[src/rtl/core/btc_pkg.sv]
// shared types and constants for the binary threshold centroid block
`default_nettype none

package btc_pkg;

  localparam int PIXEL_W    = 8;
  localparam int LW_W       = 10;
  localparam int AREA_W     = 19;
  localparam int SUM_W      = 27;
  localparam int CENT_W     = 9;
  localparam int ITER_W     = 5;
  localparam int CFG_ADDR_W = 3;
  localparam int CFG_DATA_W = 32;

  localparam logic [PIXEL_W-1:0] THRESHOLD_RESET  = 8'd139;
  localparam logic [LW_W-1:0]    LINE_WIDTH_RESET = 10'd512;

  localparam logic [AREA_W-1:0] AREA_MAX = {AREA_W{1'b1}};
  localparam logic [SUM_W-1:0]  SUM_MAX  = {SUM_W{1'b1}};

  // first step of the bit-serial divide, counting down to zero
  localparam logic [ITER_W-1:0] DIV_LAST = ITER_W'(SUM_W - 1);

  // register index, taken from paddr[2]
  localparam logic REG_THRESHOLD  = 1'b0;
  localparam logic REG_LINE_WIDTH = 1'b1;

  typedef enum logic [1:0] {
    S_IDLE,
    S_DIV_ROW,
    S_DIV_COL
  } btc_state_t;

endpackage

`default_nettype wire

[src/rtl/core/binary_threshold_centroid.sv]
// binary threshold centroid: foreground mask, area and centroid per frame
//
// Pixels arrive on the input channel (pixel, end_of_frame) with in_valid and
// in_stall, in row-major order; the block tracks row and column itself, the
// column wrapping at line_width. One request in gives one request out on the
// output channel (out_valid, out_stall), carrying the foreground bit and, on
// the end-of-frame pixel, area, centroids and the empty-frame flag.
// An ordinary pixel comes out in the cycle after it is taken, and a new
// pixel is taken in the same cycle, so while out_stall is low the stream
// runs at one pixel per cycle. An end-of-frame pixel with foreground area
// runs a shared restoring divider, one quotient bit per cycle, for the row
// sum, then for the column sum, while in_stall is high; the result follows
// the column divide. An empty frame reports in the cycle after it is taken.
// While out_stall holds a waiting result, in_stall is high and the result
// stays unchanged. Reset (rst, synchronous) empties the output register,
// clears counters and sums and loads threshold 139 and line width 512.
// Registers sit on an APB-style port: threshold at 0x0, line_width at 0x4.
`default_nettype none

module binary_threshold_centroid
  import btc_pkg::*;
#(
  parameter int MAX_ROWS    = 512,
  parameter int MAX_COLUMNS = 512
) (
  input  wire logic                  clk,
  input  wire logic                  rst,
  // configuration
  input  wire logic                  psel,
  input  wire logic                  penable,
  input  wire logic                  pwrite,
  input  wire logic [CFG_ADDR_W-1:0] paddr,
  input  wire logic [CFG_DATA_W-1:0] pwdata,
  output logic      [CFG_DATA_W-1:0] prdata,
  output logic                       pready,
  // pixel input
  input  wire logic                  in_valid,
  output logic                       in_stall,
  input  wire logic [PIXEL_W-1:0]    pixel,
  input  wire logic                  end_of_frame,
  // result output
  output logic                       out_valid,
  input  wire logic                  out_stall,
  output logic                       foreground,
  output logic                       frame_done,
  output logic      [AREA_W-1:0]     area,
  output logic      [CENT_W-1:0]     centroid_row,
  output logic      [CENT_W-1:0]     centroid_col,
  output logic                       empty_frame
);

  localparam int COL_W = (MAX_COLUMNS > 1) ? $clog2(MAX_COLUMNS) : 1;
  localparam int ROW_W = (MAX_ROWS > 1) ? $clog2(MAX_ROWS) : 1;
  localparam logic [SUM_W-1:0] ROW_LIMIT = SUM_W'(MAX_ROWS - 1);
  localparam logic [SUM_W-1:0] COL_LIMIT = SUM_W'(MAX_COLUMNS - 1);

  // configuration registers
  logic [PIXEL_W-1:0] threshold;
  logic [LW_W-1:0]    line_width;

  // frame state
  logic [COL_W-1:0]  column_count, column_count_next;
  logic [ROW_W-1:0]  row_count, row_count_next;
  logic [AREA_W-1:0] area_sum, area_sum_next;
  logic [SUM_W-1:0]  row_index_sum, row_index_sum_next;
  logic [SUM_W-1:0]  col_index_sum, col_index_sum_next;

  // sequencer and divider
  btc_state_t        state, state_next;
  logic [ITER_W-1:0] iter, iter_next;
  logic [AREA_W-1:0] rem, rem_next;
  logic [SUM_W-1:0]  dq, dq_next;
  logic              fg_hold, fg_hold_next;

  // output register next values
  logic              out_valid_next;
  logic              foreground_next;
  logic              frame_done_next;
  logic [AREA_W-1:0] area_next;
  logic [CENT_W-1:0] centroid_row_next;
  logic [CENT_W-1:0] centroid_col_next;
  logic              empty_frame_next;

  logic              in_accept;
  logic              cfg_write;
  logic              fg;
  logic [LW_W-1:0]   width_eff;
  logic [COL_W:0]    col_inc;
  logic              col_wrap;
  logic              row_room;
  logic [AREA_W:0]   area_add;
  logic [AREA_W-1:0] area_acc;
  logic [SUM_W:0]    row_add;
  logic [SUM_W-1:0]  row_acc;
  logic [SUM_W:0]    col_add;
  logic [SUM_W-1:0]  col_acc;
  logic [AREA_W-1:0] area_fin;
  logic [SUM_W-1:0]  row_fin;
  logic [SUM_W-1:0]  col_fin;
  logic [AREA_W:0]   shifted;
  logic [AREA_W-1:0] diff;
  logic              q_bit;
  logic [AREA_W-1:0] rem_step;
  logic [SUM_W-1:0]  q_step;
  logic [SUM_W-1:0]  q_limit;
  logic [SUM_W-1:0]  q_clamp;

  // ---------------- configuration port ----------------
  assign pready    = 1'b1;
  assign cfg_write = psel && penable && pwrite && pready;

  always_comb begin
    unique case (paddr[2])
      REG_THRESHOLD:  prdata = CFG_DATA_W'(threshold);
      REG_LINE_WIDTH: prdata = CFG_DATA_W'(line_width);
      default:        prdata = '0;
    endcase
  end

  always_ff @(posedge clk) begin
    if (rst) begin
      threshold  <= THRESHOLD_RESET;
      line_width <= LINE_WIDTH_RESET;
    end else if (cfg_write) begin
      unique case (paddr[2])
        REG_THRESHOLD:  threshold  <= pwdata[PIXEL_W-1:0];
        REG_LINE_WIDTH: line_width <= pwdata[LW_W-1:0];
        default: ;
      endcase
    end
  end

  // ---------------- per-pixel arithmetic ----------------
  assign in_stall  = (state != S_IDLE) || (out_valid && out_stall);
  assign in_accept = in_valid && !in_stall;
  assign fg        = pixel < threshold;

  // line width clamped into 1..MAX_COLUMNS
  always_comb begin
    if (line_width == '0) begin
      width_eff = LW_W'(1);
    end else if (32'(line_width) > 32'(MAX_COLUMNS)) begin
      width_eff = LW_W'(MAX_COLUMNS);
    end else begin
      width_eff = line_width;
    end
  end

  assign col_inc  = {1'b0, column_count} + (COL_W + 1)'(1);
  assign col_wrap = 32'(col_inc) >= 32'(width_eff);
  assign row_room = 32'(row_count) < (MAX_ROWS - 1);

  // saturating accumulators
  assign area_add = {1'b0, area_sum} + (AREA_W + 1)'(1);
  assign area_acc = (area_add >= {1'b0, AREA_MAX}) ? AREA_MAX : area_add[AREA_W-1:0];
  assign row_add  = {1'b0, row_index_sum} + (SUM_W + 1)'(row_count);
  assign row_acc  = (row_add >= {1'b0, SUM_MAX}) ? SUM_MAX : row_add[SUM_W-1:0];
  assign col_add  = {1'b0, col_index_sum} + (SUM_W + 1)'(column_count);
  assign col_acc  = (col_add >= {1'b0, SUM_MAX}) ? SUM_MAX : col_add[SUM_W-1:0];

  assign area_fin = fg ? area_acc : area_sum;
  assign row_fin  = fg ? row_acc : row_index_sum;
  assign col_fin  = fg ? col_acc : col_index_sum;

  // ---------------- shared divider step ----------------
  // restoring division, one quotient bit per cycle, divisor is the area
  assign shifted  = {rem, dq[SUM_W-1]};
  assign diff     = shifted[AREA_W-1:0] - area_sum;
  assign q_bit    = shifted >= {1'b0, area_sum};
  assign rem_step = q_bit ? diff : shifted[AREA_W-1:0];
  assign q_step   = {dq[SUM_W-2:0], q_bit};
  assign q_limit  = (state == S_DIV_ROW) ? ROW_LIMIT : COL_LIMIT;
  assign q_clamp  = (q_step > q_limit) ? q_limit : q_step;

  // ---------------- sequencer ----------------
  always_ff @(posedge clk) begin
    if (rst) begin
      state         <= S_IDLE;
      out_valid     <= 1'b0;
      column_count  <= '0;
      row_count     <= '0;
      area_sum      <= '0;
      row_index_sum <= '0;
      col_index_sum <= '0;
    end else begin
      state         <= state_next;
      out_valid     <= out_valid_next;
      column_count  <= column_count_next;
      row_count     <= row_count_next;
      area_sum      <= area_sum_next;
      row_index_sum <= row_index_sum_next;
      col_index_sum <= col_index_sum_next;
    end
  end

  always_ff @(posedge clk) begin
    iter         <= iter_next;
    rem          <= rem_next;
    dq           <= dq_next;
    fg_hold      <= fg_hold_next;
    foreground   <= foreground_next;
    frame_done   <= frame_done_next;
    area         <= area_next;
    centroid_row <= centroid_row_next;
    centroid_col <= centroid_col_next;
    empty_frame  <= empty_frame_next;
  end

  always_comb begin
    state_next         = state;
    column_count_next  = column_count;
    row_count_next     = row_count;
    area_sum_next      = area_sum;
    row_index_sum_next = row_index_sum;
    col_index_sum_next = col_index_sum;
    iter_next          = iter;
    rem_next           = rem;
    dq_next            = dq;
    fg_hold_next       = fg_hold;
    out_valid_next     = out_valid && out_stall;
    foreground_next    = foreground;
    frame_done_next    = frame_done;
    area_next          = area;
    centroid_row_next  = centroid_row;
    centroid_col_next  = centroid_col;
    empty_frame_next   = empty_frame;

    unique case (state)
      S_IDLE: begin
        if (in_accept) begin
          foreground_next = fg;
          fg_hold_next    = fg;
          if (end_of_frame) begin
            column_count_next = '0;
            row_count_next    = '0;
            if (area_fin == '0) begin
              out_valid_next     = 1'b1;
              frame_done_next    = 1'b1;
              empty_frame_next   = 1'b1;
              area_next          = '0;
              centroid_row_next  = '0;
              centroid_col_next  = '0;
              area_sum_next      = '0;
              row_index_sum_next = '0;
              col_index_sum_next = '0;
            end else begin
              area_sum_next      = area_fin;
              row_index_sum_next = row_fin;
              col_index_sum_next = col_fin;
              dq_next            = row_fin;
              rem_next           = '0;
              iter_next          = DIV_LAST;
              state_next         = S_DIV_ROW;
            end
          end else begin
            area_sum_next      = area_fin;
            row_index_sum_next = row_fin;
            col_index_sum_next = col_fin;
            if (col_wrap) begin
              column_count_next = '0;
              if (row_room) begin
                row_count_next = row_count + ROW_W'(1);
              end
            end else begin
              column_count_next = col_inc[COL_W-1:0];
            end
            out_valid_next    = 1'b1;
            frame_done_next   = 1'b0;
            empty_frame_next  = 1'b0;
            area_next         = '0;
            centroid_row_next = '0;
            centroid_col_next = '0;
          end
        end
      end

      S_DIV_ROW: begin
        rem_next  = rem_step;
        dq_next   = q_step;
        iter_next = iter - ITER_W'(1);
        if (iter == '0) begin
          centroid_row_next = q_clamp[CENT_W-1:0];
          dq_next           = col_index_sum;
          rem_next          = '0;
          iter_next         = DIV_LAST;
          state_next        = S_DIV_COL;
        end
      end

      S_DIV_COL: begin
        rem_next  = rem_step;
        dq_next   = q_step;
        iter_next = iter - ITER_W'(1);
        if (iter == '0) begin
          out_valid_next     = 1'b1;
          foreground_next    = fg_hold;
          frame_done_next    = 1'b1;
          empty_frame_next   = 1'b0;
          area_next          = area_sum;
          centroid_col_next  = q_clamp[CENT_W-1:0];
          area_sum_next      = '0;
          row_index_sum_next = '0;
          col_index_sum_next = '0;
          state_next         = S_IDLE;
        end
      end

      default: begin
        state_next = S_IDLE;
      end
    endcase
  end

endmodule

`default_nettype wire

[config.mk]
export PLATFORM = sky130hd
export DESIGN_NAME = binary_threshold_centroid
export DESIGN_NICKNAME = d
export VERILOG_FILES = /design/src/rtl/core/btc_pkg.sv /design/src/rtl/core/binary_threshold_centroid.sv
export SDC_FILE = /design/constraint.sdc
export NUM_CORES = 1
export LEC_CHECK = 0
export BUFFER_PORTS_ARGS = -buffer_cell sky130_fd_sc_hd__clkbuf_2
export CAP_MARGIN = 10
export CORE_ASPECT_RATIO = 0.7
export CORE_UTILIZATION = 30
export CTS_CLUSTER_SIZE = 24
export DETAILED_ROUTE_END_ITERATION = 7
export GPL_TIMING_DRIVEN = 0
export HOLD_SLACK_MARGIN = 0.05
export SETUP_SLACK_MARGIN = 0.4
export SYNTH_ARGS = -nofsm -noshare
export SYNTH_HDL_FRONTEND = slang
export SYNTH_SLANG_ARGS = --single-unit
[constraint.sdc]
create_clock -name clk -period 5.8 [get_ports clk]
set_clock_uncertainty 0.2 [all_clocks]
set_input_delay 0 -clock clk [delete_from_list [all_inputs] [get_ports clk]]
set_output_delay 0 -clock clk [all_outputs]
set_load 0.05 [all_outputs]
# Yosys cells after proc, flatten, opt, wreduce, memory -nomap -nowiden
# Index checks and enable logic that the tools add are counted.
dict set report op_classes {
  n_addsub 7
  magnitude_cmp 9
  n_eq_ne 8
  n_mux 77
  bitwise_logic 1
  n_reduce_logical 25
}
# cell count
set op_table {}
lappend op_table {{27-bit two-way mux} 15}
lappend op_table {{19-bit two-way mux} 15}
lappend op_table {{27-bit one-hot mux with 2 select lines} 2}
lappend op_table {{9-bit two-way mux} 10}
lappend op_table {{27-bit one-hot mux with 3 select lines} 1}
lappend op_table {{19-bit one-hot mux with 2 select lines} 2}
lappend op_table {{32-bit one-hot mux with 2 select lines} 1}
lappend op_table {{19-bit one-hot mux with 3 select lines} 1}
lappend op_table {{27-bit by 9-bit adder with 28-bit output} 2}
lappend op_table {{28-bit by 27-bit >= comparator with 1-bit output, second input constant} 2}
lappend op_table {{9-bit one-hot mux with 2 select lines} 2}
lappend op_table {{27-bit by 9-bit greater-than comparator with 1-bit output, second input constant} 1}
lappend op_table {{19-bit by 1-bit adder with 20-bit output, second input constant} 1}
lappend op_table {{20-bit by 19-bit >= comparator with 1-bit output} 1}
lappend op_table {{20-bit by 19-bit >= comparator with 1-bit output, second input constant} 1}
lappend op_table {{10-bit two-way mux} 2}
lappend op_table {{5-bit two-way mux} 4}
lappend op_table {{19-bit zero test} 1}
lappend op_table {{19-bit subtractor} 1}
lappend op_table {{4-bit AND reduction} 4}
lappend op_table {{5-bit one-hot mux with 3 select lines} 1}
lappend op_table {{1-bit two-way mux} 11}
lappend op_table {{9-bit by 1-bit adder with 10-bit output, second input constant} 1}
lappend op_table {{10-bit >= comparator} 1}
lappend op_table {{other kinds (25)} 44}
dict set report word_totals {
  regBits 204
  inputBits 51
  output_inout_bits 75
  word_cells 146
}

# Depth between registers and ports, before layout
# Gate-level depths: netlist of run 1.
dict set report depth {
  word_depth 9
  ltp_mapped 17
  mapped_depth_nobuf 15
}

# Worst setup path before layout of run 1
# OpenSTA, ideal clock, no wires.
dict set report synth_timing {
  kind {reg-to-reg}
  from {reg state[1]}
  to {reg dq[0] (enable)}
  setup_ns 0.530
  arrival_ns 4.885
  t_required_ns 5.070
  slack_ns 0.185
  stages_incl_launch_ff 7
  path_buffers 2
  synth_period_minus_slack_ns 5.615
  cell_sequence {dfxtp_1 -> inv_1 -> ha_1 -> clkbuf_1 -> clkinv_1 -> clkbuf_1 -> o21ai_0}
}
dict set report synth_between {
  elab_chain_cells 6
  elab_cells_between_ends 12
  cone_classes {eq/ne: 5; reduce/logical: 7}
}
# item line_no
set synth_lines {}
lappend synth_lines {{start, declared} binary_threshold_centroid.sv:69} ;# btc_state_t state, state_next;
lappend synth_lines {{start signal, assigned} binary_threshold_centroid.sv:186} ;# state <= state_next;
lappend synth_lines {{2-bit nonzero test} binary_threshold_centroid.sv:134} ;# assign in_stall = (state != S_IDLE) || (out_valid && out_stall);
lappend synth_lines {{1-bit logical OR} binary_threshold_centroid.sv:134}
lappend synth_lines {{1-bit zero test} binary_threshold_centroid.sv:135} ;# assign in_accept = in_valid && !in_stall;
lappend synth_lines {{1-bit logical AND} binary_threshold_centroid.sv:135}
lappend synth_lines {{2-bit != test (no source line)} n/a}
lappend synth_lines {{4-bit AND reduction (no source line) (*)} n/a}
lappend synth_lines {{end signal, assigned} binary_threshold_centroid.sv:199} ;# dq <= dq_next;
lappend synth_lines {{end, declared} binary_threshold_centroid.sv:72} ;# logic [SUM_W-1:0] dq, dq_next;
# Mark *: on every way between the ends. The rest lies on a longest branch, timed or not.
# A chain may end at the register's enable or synchronous reset.

# Worst setup path after layout of run 1
dict set report layout_timing {
  from {reg area_sum[0]}
  to {reg col_index_sum[12]}
}
dict set report layout_between {
  elab_chain_cells 9
}
# item line_no
set layout_lines {}
lappend layout_lines {{start, declared} binary_threshold_centroid.sv:64} ;# logic [AREA_W-1:0] area_sum, area_sum_next;
lappend layout_lines {{start signal, assigned} binary_threshold_centroid.sv:190} ;# area_sum <= area_sum_next;
lappend layout_lines {{19-bit by 1-bit adder with 20-bit output} binary_threshold_centroid.sv:154} ;# assign area_add = {1'b0, area_sum} + (AREA_W + 1)'(1);
lappend layout_lines {{20-bit by 19-bit >= comparator with 1-bit output} binary_threshold_centroid.sv:155} ;# assign area_acc = (area_add >= {1'b0, AREA_MAX}) ? AREA_MAX : area_add[AREA_W-1:0];
lappend layout_lines {{19-bit two-way mux} binary_threshold_centroid.sv:155}
lappend layout_lines {{19-bit two-way mux (*)} binary_threshold_centroid.sv:161} ;# assign area_fin = fg ? area_acc : area_sum;
lappend layout_lines {{19-bit zero test (*)} binary_threshold_centroid.sv:236} ;# if (area_fin == '0) begin
lappend layout_lines {{27-bit two-way mux (*)} binary_threshold_centroid.sv:236}
lappend layout_lines {{27-bit two-way mux (*)} binary_threshold_centroid.sv:233} ;# if (end_of_frame) begin
lappend layout_lines {{27-bit two-way mux (*)} binary_threshold_centroid.sv:230} ;# if (in_accept) begin
lappend layout_lines {{27-bit one-hot mux with 2 select lines (*)} binary_threshold_centroid.sv:228} ;# unique case (state)
lappend layout_lines {{end signal, assigned} binary_threshold_centroid.sv:192} ;# col_index_sum <= col_index_sum_next;
lappend layout_lines {{end, declared} binary_threshold_centroid.sv:66} ;# logic [SUM_W-1:0] col_index_sum, col_index_sum_next;
# Mark *: on every way between the ends. The rest lies on a longest branch, timed or not. The select of a mux whose other input is x is not followed.

==> flow_summary_export.csv, run 1 <==
group,metric,value,unit
floorplanning,io_pins,126,
hold_path,hp-class,"primary input to flop",
cts,cts_buffer_depth,3,
power_and_ir_drop,peakVddDrop,0.184,mV
placed_design,dp_cells,2199,
cts,cts_tree,"done",
sta,fin_crit,5.17,ns
global_routing,grt_max_degree,29,
global_routing,antenna_found_initial,2,
detailed_routing,wl_per_cell,19.8,um
placed_design,io_buffers,76,
detailed_routing,drc,0,
detailed_routing,drt_pass1_iterations,6,
floorplanning,die_width,251,um
power_and_ir_drop,power_leakage,5.75,nW
cells_and_area,final_cells,2281,
placed_design,dp_hpwl,33600,um
power_and_ir_drop,power.density,287,nW/um^2
hold_path,hold_end,"line_width[4]",
sta,relSlewSlack,28.1,%
synth,synth.avg_cell_area,8.44,um^2
worst_setup_path,start_kind,"flop",
power_and_ir_drop,finalPower,4.43,mW
cts,clock_latency,0.57,ns
synth,synth_area_leaders,"edfxtp_1 21%, dfxtp_1 17%, ha_1 5.9%",
cells_and_area,drive_gt1_share,10.7,%
sta,slew_viol_final,0,
sta,fmax,193,MHz
detailed_routing,antenna_left,0,
worst_setup_path,crit_type,"flop to flop",
global_routing,grt_usage,20.0,%
floorplanning,start_util,30.6,%
synth,yosysMostFrequentCell,"nor2_1",
worst_setup_path,worstSetupEndpointType,"flop",
job,drv_cap,0,
synth,synth_top_flop_cell,"dfxtp_1",
synth,synthArstFlopShare,0,%
cells_and_area,insertedDiodeCount,0,
synth,netlist.top_cell.by_area,"edfxtp_1",
worst_setup_path,reg2reg_to,"col_index_sum[12]",
floorplanning,die_area,44300,um^2
worst_setup_path,reg2reg_depth,15,
cells_and_area,nets,1827,
cts,clk_pin_slew,0.06,ns
synth,synthesis.area,13000,um^2
sta,hold_violations,0,
floorplanning,die_h,176,um
synth,synth-seq-cells,204,
worst_setup_path,r2r_slack,0.63,ns
floorplanning,placementRows,63,
global_routing,grt_overflow,0,
detailed_routing,routed_wl,45200,um
detailed_routing,viasPerCell,5.60,
run_status,status,"finished, final reports clean",
cts,clkSinkCount,204,
cells_and_area,area_delta_synth_final,18.6,%
hold_path,holdPathStages,4,
synth,synth_top_area_share,21.2,%
synth,synth-edff-count,92,
worst_setup_path,crit_arrival,5.43,ns
synth,synth-seq-area-share,38.4,%
floorplanning,core-area,42600,um^2
sta,post-route-period-util,89.1,%
sta,setup_viol,0,
synth,syn_inst,1545,
sta,worst_pin_slew,1.08,ns
worst_setup_path,worstPathRequired,6.06,ns
cells_and_area,fillers,4354,
cts,cts_made_buffers,24,
global_routing,grt_pass1_vias,11600,
detailed_routing,num_vias,12800,
detailed_routing,drtIter0Drc,1579,
sta,rsz0062_at_grt,"false",
cts,cts-root-buf,"clkbuf_16",
worst_setup_path,crit_fanout,10,
hold_path,min_from,"pwdata[4]",
synth,synth_cell_types,80,
synth,netlist_top_cells_count,"165 x nor2_1, 132 x nand2_1, 127 x a21oi_1",
worst_setup_path,r2r_start,"area_sum[0]",
placed_design,gp_congestion,0.990,
global_routing,grt_first_pass_wirelength,68700,um
synth,yosysWarnings,0,
cts,htree_levels,1,
## how the worst max path moves through the flow
| stage | start | end | slack [ns] | cells past startpoint |
|---|---|---|---|---|
| detailed placement | area_sum[0] | col_index_sum[19] | 0.55 | 15 |
| floorplan | area_sum[0] | area[0] | 0.79 | 13 |
| finish | area_sum[0] | col_index_sum[12] | 0.63 | 15 |
| CTS | threshold[1] | col_index_sum[19] | 0.49 | 14 |
| global placement | area_sum[0] | dq[16] | -0.98 | 12 |
| global route | area_sum[0] | col_index_sum[2] | 0.40 | 15 |
## layout make-up
cell class	count	area, um^2	area share (%)
Multi-Input combinational cell	1189	7390	47.8
Buffer	112	536	3.46
Clock inverter	16	166	1.08
Timing Repair Buffer	119	836	5.40
Sequential cell	204	5000	32.4
Inverter	61	229	1.48
Tap cell	552	691	4.47
Clock buffer	28	616	3.98
## critical path, cell delays in order, from the launching register on
cell and delay [ns]:
dfxtp_1 0.60, ha_1 0.22, buf_2 0.26, nand3_1 0.27
or3_1 0.43, clkbuf_1 0.18, or4_4 0.53, nor3_2 0.14
mux2i_1 0.35, a31oi_1 0.11, nand4_2 0.21, nor3_1 0.12
nor2_2 0.57, buf_2 0.45, o21ai_0 0.16, a211oi_1 0.25
## cells in the final DEF (no fill, tap or decap), types with 10 or more instances in the layout
| cell | netlist | routed |
|---|---|---|
| a221oi_1 | 14 | 14 |
| a311oi_1 | 12 | 12 |
| conb_1 | 2 | 23 |
| nand4_1 | 22 | 22 |
| dfxtp_1 | 112 | 112 |
| nand2b_1 | 16 | 16 |
| edfxtp_1 | 92 | 92 |
| nor4_1 | 17 | 17 |
| nor3_1 | 50 | 49 |
| o21a_1 | 31 | 31 |
| and3_1 | 25 | 25 |
| clkbuf_16 | 0 | 24 |
| a21o_1 | 18 | 18 |
| and2_1 | 27 | 27 |
| buf_4 | 24 | 24 |
| nand3b_1 | 10 | 10 |
| buf_2 | 13 | 14 |
| dlygate4sd3_1 | 0 | 38 |
| clkbuf_2 | 0 | 77 |
| a21oi_1 | 127 | 125 |
| nand2_1 | 132 | 132 |
| inv_1 | 60 | 60 |
| nand3_1 | 44 | 44 |
| clkbuf_1 | 66 | 69 |
| o22ai_1 | 14 | 14 |
| nor2_1 | 165 | 163 |
| ha_1 | 62 | 62 |
| mux2i_1 | 23 | 23 |
| xor2_1 | 16 | 16 |
| a22oi_1 | 17 | 17 |
| o21ai_0 | 106 | 105 |
| xnor2_1 | 39 | 39 |
| a22o_1 | 11 | 11 |
| or3_1 | 12 | 12 |
| nor2b_1 | 15 | 15 |
| a211oi_1 | 27 | 27 |
## where the power goes
group	total [mW]	internal, mW	switching (mW)	leakage, nW
logic	1.13	0.331	0.796	3.59
registers	1.75	1.66	0.0935	1.78
clock network	1.56	0.894	0.663	0.380
## metrics by stage
step / hold WS (ns) / util [%] / instance area [um^2] / setup TNS (ns) / setup WS (ns)
2_1_floorplan: -0.0822 / - / 13100 / 0 / 0.791
3_3_place_gp: 0.0228 / 33.3 / 14200 / -72.57 / -0.975
3_5_place_dp: 0.0273 / 33.6 / 14300 / 0 / 0.547
4_1_cts: 0.0525 / 36.3 / 15500 / 0 / 0.494
5_1_grt: 0.103 / 36.3 / 15500 / 0 / 0.396
6_report: 0.0623 / 36.3 / 15500 / 0 / 0.631
## cell families after synthesis
kind of cell               count (synthesis)  share of synthesized area, %
DFF                                      204                          38.4
xor gates and xnor gates                  55                          3.69
adders and majority gates                 65                          6.41
and+or+nand+nor                          575                          21.7
muxes                                     25                          1.94
other                                      2                        0.0576
buffers and inverters                    173                          5.85
AOI/OAI and AO/OA                        446                          22.0
## sequential cells by signal, summed over array words and instances (netlist names), 10 cells and up
| signal | count |
|---|---|
| col_index_sum | 27 |
| dq | 27 |
| row_index_sum | 27 |
| area | 19 |
| area_sum | 19 |
| rem | 19 |
| line_width | 10 |
## what timing repair did
action                                  in CTS  in global routing
hold buffers                                38                  0
gates resized for setup                      0                  6
hold endpoints to repair                    57                  0
setup buffers                                0                  0
endpoints found under the setup margin       0                 43
## metal layers
layer,GRT usage (%),part of all wire [%]
met3,5.09,11
met4,4.93,2.1
met2,26.2,37
met1,31.4,49
met5,0,0.031
No activity file was read; power rests on OpenSTA's default activity.
==> run 2: changes to the inputs <==
- ABC_CLOCK_PERIOD_IN_PS: default -> 5800
- CELL_PAD_IN_SITES_DETAIL_PLACEMENT: default -> 1
- CELL_PAD_IN_SITES_GLOBAL_PLACEMENT: default -> 2
- CORE_UTILIZATION: 30 -> 33
- PLACE_DENSITY_LB_ADDON: default -> 0.1
==> run 2 against run 1 <==
Net effect:
- hold slack better by 0.018 ns
- critical path type unchanged
- sequential cell count did not move
- via count down 0.59%
==> flow_summary_export.csv, run 2 (synthesis gave the netlist of run 1 again) <==
group,metric,value,unit
global_routing,grt_first_pass_wirelength,78500,um
sta,relSlewSlack,20.4,%
worst_setup_path,critical_path.cell_chain,"ha_1 > buf_2 > nand3_1 > or3_1 > clkbuf_1 > or4_4 > nor3_2 > mux2i_1 > a31oi_1 > nand4_2 > nor3_1 > nor2_2 > buf_2 > o21ai_0 > a211oi_1",
cells_and_area,ff_latch_area,5010,um^2
sta,fin_crit,5.19,ns
power_and_ir_drop,power_leakage,5.79,nW
worst_setup_path,reg2reg_depth,15,
worst_setup_path,crit_slowest_cell,"dfxtp_1",
cells_and_area,final_common_cell,"nor2_1",
sta,slew_viol_final,0,
worst_setup_path,crit_arrival,5.44,ns
detailed_routing,drt_pass1_iterations,7,
cells_and_area,top_regs,"col_index_sum (27), dq (27), row_index_sum (27)",
worst_setup_path,crit_top_cell,"buf_2",
detailed_routing,viasPerCell,5.63,
worst_setup_path,crit_type,"flop to flop",
floorplanning,die_h,168,um
sta,worst_pin_slew,1.19,ns
floorplanning,die_width,240,um
worst_setup_path,max_stage_delay,0.55,ns
global_routing,grt_pass1_vias,12600,
detailed_routing,routed_wl,52100,um
worst_setup_path,path_buf_inv,3,
placed_design,dp_hpwl,39100,um
detailed_routing,drtIter0Drc,1053,
floorplanning,io_pins,126,
power_and_ir_drop,peakVddDrop,0.190,mV
sta,fmax,193,MHz
detailed_routing,drc,0,
sta,setup_viol,0,
cts,clkSinkCount,204,
cells_and_area,nets,1826,
sta,worst_hold_slack,0.0802,ns
job,drv_cap,0,
detailed_routing,num_vias,12700,
worst_setup_path,crit_start,"area_sum[1]",
worst_setup_path,crit_fanout,10,
worst_setup_path,start_kind,"flop",
floorplanning,start_util,33.7,%
floorplanning,placementRows,60,
worst_setup_path,endpoint,"row_index_sum[23]",
cells_and_area,fillers,4630,
hold_path,holdPathStages,4,
cells_and_area,final_cell_mix,"163 x nor2_1, 132 x nand2_1, 124 x a21oi_1, 111 x dfxtp_1, 105 x o21ai_0",
global_routing,antenna_found_initial,1,
worst_setup_path,worstSetupEndpointType,"flop",
worst_setup_path,r2r_slack,0.61,ns
placed_design,io_buffers,76,
cells_and_area,area_delta_synth_final,19.0,%
cts,cts_tree,"done",
floorplanning,die_area,40300,um^2
worst_setup_path,r2r_start,"area_sum[1]",
cts,clock_latency,0.57,ns
worst_setup_path,worstPathRequired,6.06,ns
sta,post-route-period-util,89.4,%
worst_setup_path,reg2reg_to,"row_index_sum[23]",
floorplanning,core-area,38700,um^2
cts,clk_pin_slew,0.06,ns
hold_path,hp-class,"primary input to flop",
cts,htree_levels,1,
placed_design,dp_cells,2172,
sta,setup_slack,0.614,ns
cells_and_area,final_cells,2256,
power_and_ir_drop,power.density,297,nW/um^2
placed_design,gp_congestion,0.892,
sta,hold_violations,0,
worst_setup_path,cp_top_family,"simple AND/OR/NAND/NOR gates",
placed_design,pre_cts_ws,0.221,ns
cts,cts_buffer_depth,3,
cts,cts_made_buffers,25,
global_routing,grt_max_degree,31,
global_routing,grt_usage,25.6,%
cells_and_area,multi_input_area,7440,um^2
detailed_routing,wl_per_cell,23.1,um
cts,cts-root-buf,"clkbuf_16",
cells_and_area,fin_util,40.1,%
sta,rsz0062_at_grt,"false",
cells_and_area,insertedDiodeCount,0,
global_routing,grt_overflow,0,
run_status,status,"finished, final reports clean",
detailed_routing,antenna_left,0,
worst_setup_path,cp.depth,15,
cells_and_area,drive_gt1_share,11.2,%
[run 2: worst min-delay path by stage]
| stage | startpoint | endpoint | slack, ns |
|---|---|---|---|
| floorplan | pwdata[7] | threshold[7] | -0.08 |
| global placement | pwdata[9] | line_width[9] | 0.01 |
| detailed placement | pwdata[9] | line_width[9] | 0.01 |
| CTS | pwdata[4] | threshold[4] | 0.06 |
| global route | pwdata[2] | threshold[2] | 0.12 |
| finish | pwdata[4] | threshold[4] | 0.08 |
[run 2: stage by stage]
stage	total power, mW	instance area (um^2)	setup TNS (ns)
3_5_place_dp	2.90	14300	0
6_report	4.61	15500	0
2_1_floorplan	2.50	13100	0
3_3_place_gp	2.87	14200	-84.48
4_1_cts	4.61	15500	0
5_1_grt	4.80	15500	0
[run 2: area by class of cell]
| class | instances | area share [%] |
|---|---|---|
| inverter | 61 | 1.48 |
| tap | 527 | 4.25 |
| clock buffer | 34 | 4.38 |
| sequential | 204 | 32.3 |
| clock inverter | 12 | 1.08 |
| timing repair buffer | 116 | 5.16 |
| buffer | 112 | 3.46 |
| multi-input combinational | 1190 | 47.9 |
[run 2: repair_timing]
item                                    in CTS  in global routing
gates cloned                                 0                  1
buffers inserted                             0                  2
endpoints found under the setup margin      15                 91
endpoints found under the hold margin       48                  0
gates resized for setup                      2                 10
pin swaps                                    0                  2
hold buffers                                35                  0
[run 2: tightest hold or removal path: stages]
cell and delay (ns):
dlygate4sd3_1 0.53, clkbuf_2 0.12, mux2i_1 0.07, nor2_1 0.09
[run 2: power by group]
part           switching (mW)  internal, mW
Combinational           0.829         0.333
Clock                   0.689         0.999
Sequential              0.101          1.66
Total                    1.62          2.99
[run 2: layer usage]
metal	GRT usage, %	part of all wire, %
met5	0	0.0077
met4	4.46	1.6
met3	5.59	7.6
met2	34.6	38
met1	40.6	53
==> run 3: changes to the inputs <==
- ABC_AREA: default -> 1
- CORE_UTILIZATION: 33 -> 31
==> run 3 against run 2 <==
Net effect:
- utilization is 2.5 points lower
- global-route usage is 1.9 points lower
- largest cell class unchanged
- highest routed layer unchanged
- sequential power up 31%
- sequential share of layout area shrank 2.2 points
- power increased by 59%
==> flow_summary_export.csv, run 3 <==
group,metric,value,unit
cells_and_area,fillers,5614,
global_routing,grt_overflow,0,
cells_and_area,final_common_cell,"nand2_1",
worst_setup_path,crit_slowest_cell,"dlygate4sd3_1",
detailed_routing,drtIter0Drc,1106,
sta,rsz0062_at_grt,"false",
cts,clk_pin_slew,0.06,ns
detailed_routing,antenna_left,0,
synth,yosysMostFrequentCell,"nand2_1",
synth,synth_mux_area_share,0,%
worst_setup_path,crit_arrival,4.96,ns
cells_and_area,nets,2293,
cells_and_area,final_cell_mix,"482 x nand2_1, 232 x nor2_1, 205 x inv_1, 176 x a21oi_1, 151 x nand3_1",
synth,synth_top_flop_cell,"dfxtp_1",
sta,worst_hold_slack,0.0812,ns
floorplanning,die_width,256,um
synth,synthSimpleGateAreaFrac,32.3,%
synth,synthArstFlopShare,0,%
global_routing,grt_pass1_vias,14200,
cts,cts_made_buffers,26,
floorplanning,start_util,31.8,%
synth,synthesis.area,14000,um^2
cts,cts_setup_buffers,0,
sta,tns,0,ns
synth,synth_compound_gate_area_share,12.1,%
power_and_ir_drop,peakVddDrop,0.223,mV
worst_setup_path,crit_top_cell,"nand2_1",
worst_setup_path,worstSetupEndpointType,"flop",
synth,synth_top_area_share,19.7,%
run_status,status,"finished, final reports clean",
sta,slew_viol_final,0,
detailed_routing,viasPerCell,5.14,
detailed_routing,routed_wl,55500,um
power_and_ir_drop,finalPower,7.34,mW
floorplanning,placementRows,64,
power_and_ir_drop,power_leakage,7.03,nW
power_and_ir_drop,power.density,441,nW/um^2
global_routing,grt_max_degree,31,
cells_and_area,area_delta_synth_final,18.5,%
placed_design,gp_congestion,0.933,
worst_setup_path,crit_fanout,10,
job,drv_cap,0,
sta,setup_viol,0,
global_routing,antenna_found_initial,1,
cells_and_area,insertedDiodeCount,0,
cells_and_area,drive_gt1_share,9.56,%
worst_setup_path,worstPathRequired,6.09,ns
sta,hold_violations,0,
placed_design,pre_cts_ws,1.43,ns
detailed_routing,drc,0,
synth,synth-seq-cells,204,
global_routing,grt_usage,23.7,%
synth,synth-seq-area-share,35.6,%
worst_setup_path,max_stage_delay,0.58,ns
sta,post-route-period-util,80.4,%
sta,setup_slack,1.14,ns
hold_path,hp-class,"primary input to flop",
worst_setup_path,start_kind,"flop",
cts,clock_latency,0.56,ns
placed_design,io_buffers,77,
cts,htree_levels,1,
cts,clkSinkCount,204,
synth,synthAdderAreaFrac,5.95,%
synth,synth-edff-count,92,
worst_setup_path,critical_path.cell_chain,"inv_1 > ha_1 > a21oi_1 > nor2_1 > a211oi_1 > nand2_1 > inv_1 > clkbuf_1 > o21ai_0 > inv_1 > nand2_1 > nor2_1 > nand3_1 > nor2_1 > nand2_1 > nand2_1 > nand3_1 > dlygate4sd3_1 > a21oi_1 > dlygate4sd3_1",
synth,synth_top_family_by_area,"simple AND/OR/NAND/NOR gates",
detailed_routing,drt_pass1_iterations,5,
sta,fmax,215,MHz
placed_design,dp_cells,2704,
global_routing,grt_first_pass_wirelength,85400,um
sta,worst_pin_slew,1.08,ns
synth,netlist_top_cells_count,"482 x nand2_1, 232 x nor2_1, 206 x inv_1",
sta,fin_crit,4.66,ns
cts,cts-root-buf,"clkbuf_16",
detailed_routing,num_vias,14400,
floorplanning,die_h,180,um
cells_and_area,final_cells,2791,
detailed_routing,wl_per_cell,19.9,um
synth,synth.avg_cell_area,6.99,um^2
floorplanning,io_pins,126,
worst_setup_path,crit_type,"flop to flop",
floorplanning,core-area,44200,um^2
cells_and_area,top_regs,"col_index_sum (27), dq (27), row_index_sum (27)",
synth,synth_area_leaders,"edfxtp_1 20%, dfxtp_1 16%, nand2_1 13%",
placed_design,dp_hpwl,43500,um
synth,netlist.top_cell.by_area,"edfxtp_1",
synth,syn_inst,2010,
synth,yosysWarnings,0,
synth,yosys.area_share.xor_xnor,4.35,%
cts,cts_buffer_depth,3,
cts,cts_tree,"done",
synth,synth_cell_types,55,
sta,relSlewSlack,27.0,%
floorplanning,die_area,46200,um^2
-- run 3: cell types whose count changed after synthesis, sizes merged, moves of 27 or more --
cell,previous run,this run
and2,28,1
a21oi,127,182
nand3,44,153
nand4,24,84
o21a,31,2
nor2,167,240
nand2,132,494
inv,60,210
xor2,16,52
-- run 3: what timing repair did --
action                    in CTS  in global routing
hold endpoints to repair      46                  0
resized for setup              0                  0
hold buffers                  39                  0
-- run 3: layer usage --
layer  up-vias  wire length (um)  global-route usage, %
met5         -                13                      0
met1      7022             30200                   38.1
met3        52              2560                   2.76
li1       6983                 -                      -
met2       297             21900                   33.5
met4         2               837                   3.76
-- run 3: path summary, 6_finish.rpt --
path / to / cells after the start / startpoint / slack [ns]
max reg2reg: out_valid / 20 / threshold[5] / 1.14
min reg2reg: row_index_sum[22] / 2 / row_index_sum[22] / 0.29
min: line_width[6] / 4 / pwdata[6] / 0.08
max: out_valid / 20 / threshold[5] / 1.14
-- run 3: cell type report --
class	instances	area, um^2	share of cell area, %
tap	594	743	4.47
inverter	213	802	4.82
buffer	112	552	3.32
clock buffer	31	691	4.15
clock inverter	17	245	1.47
multi-input combinational	1502	7780	46.8
sequential	204	5000	30.1
timing repair buffer	118	823	4.95
-- run 3: worst max-delay path: cells and delay by family, from the launching register on --
family          cells  cell delay [ns]
buf+inv             6             1.98
fa+ha+maj           1             0.29
flops               1             0.31
compound gates      4             0.73
simple gates        9             1.11
-- run 3: kinds of logic after synthesis --
family | Yosys count
AND/OR/NAND/NOR | 1036
buffers and inverters | 325
AO/OA/AOI/OAI | 310
flip-flops | 204
XOR/XNOR | 68
adder cells (fa/ha/maj) | 65
other | 2
-- run 3: power breakdown --
part	leakage [nW]	internal [mW]	switching [mW]
clock network	0.456	1.12	0.697
logic	4.78	0.838	2.38
registers	1.79	2.04	0.278
-- run 3: through the flow --
stage	util, %	cell area, um^2
6_report	37.7	16600
3_5_place_dp	34.6	15300
4_1_cts	37.7	16600
3_3_place_gp	34.5	15300
5_1_grt	37.7	16600
2_1_floorplan	-	14100
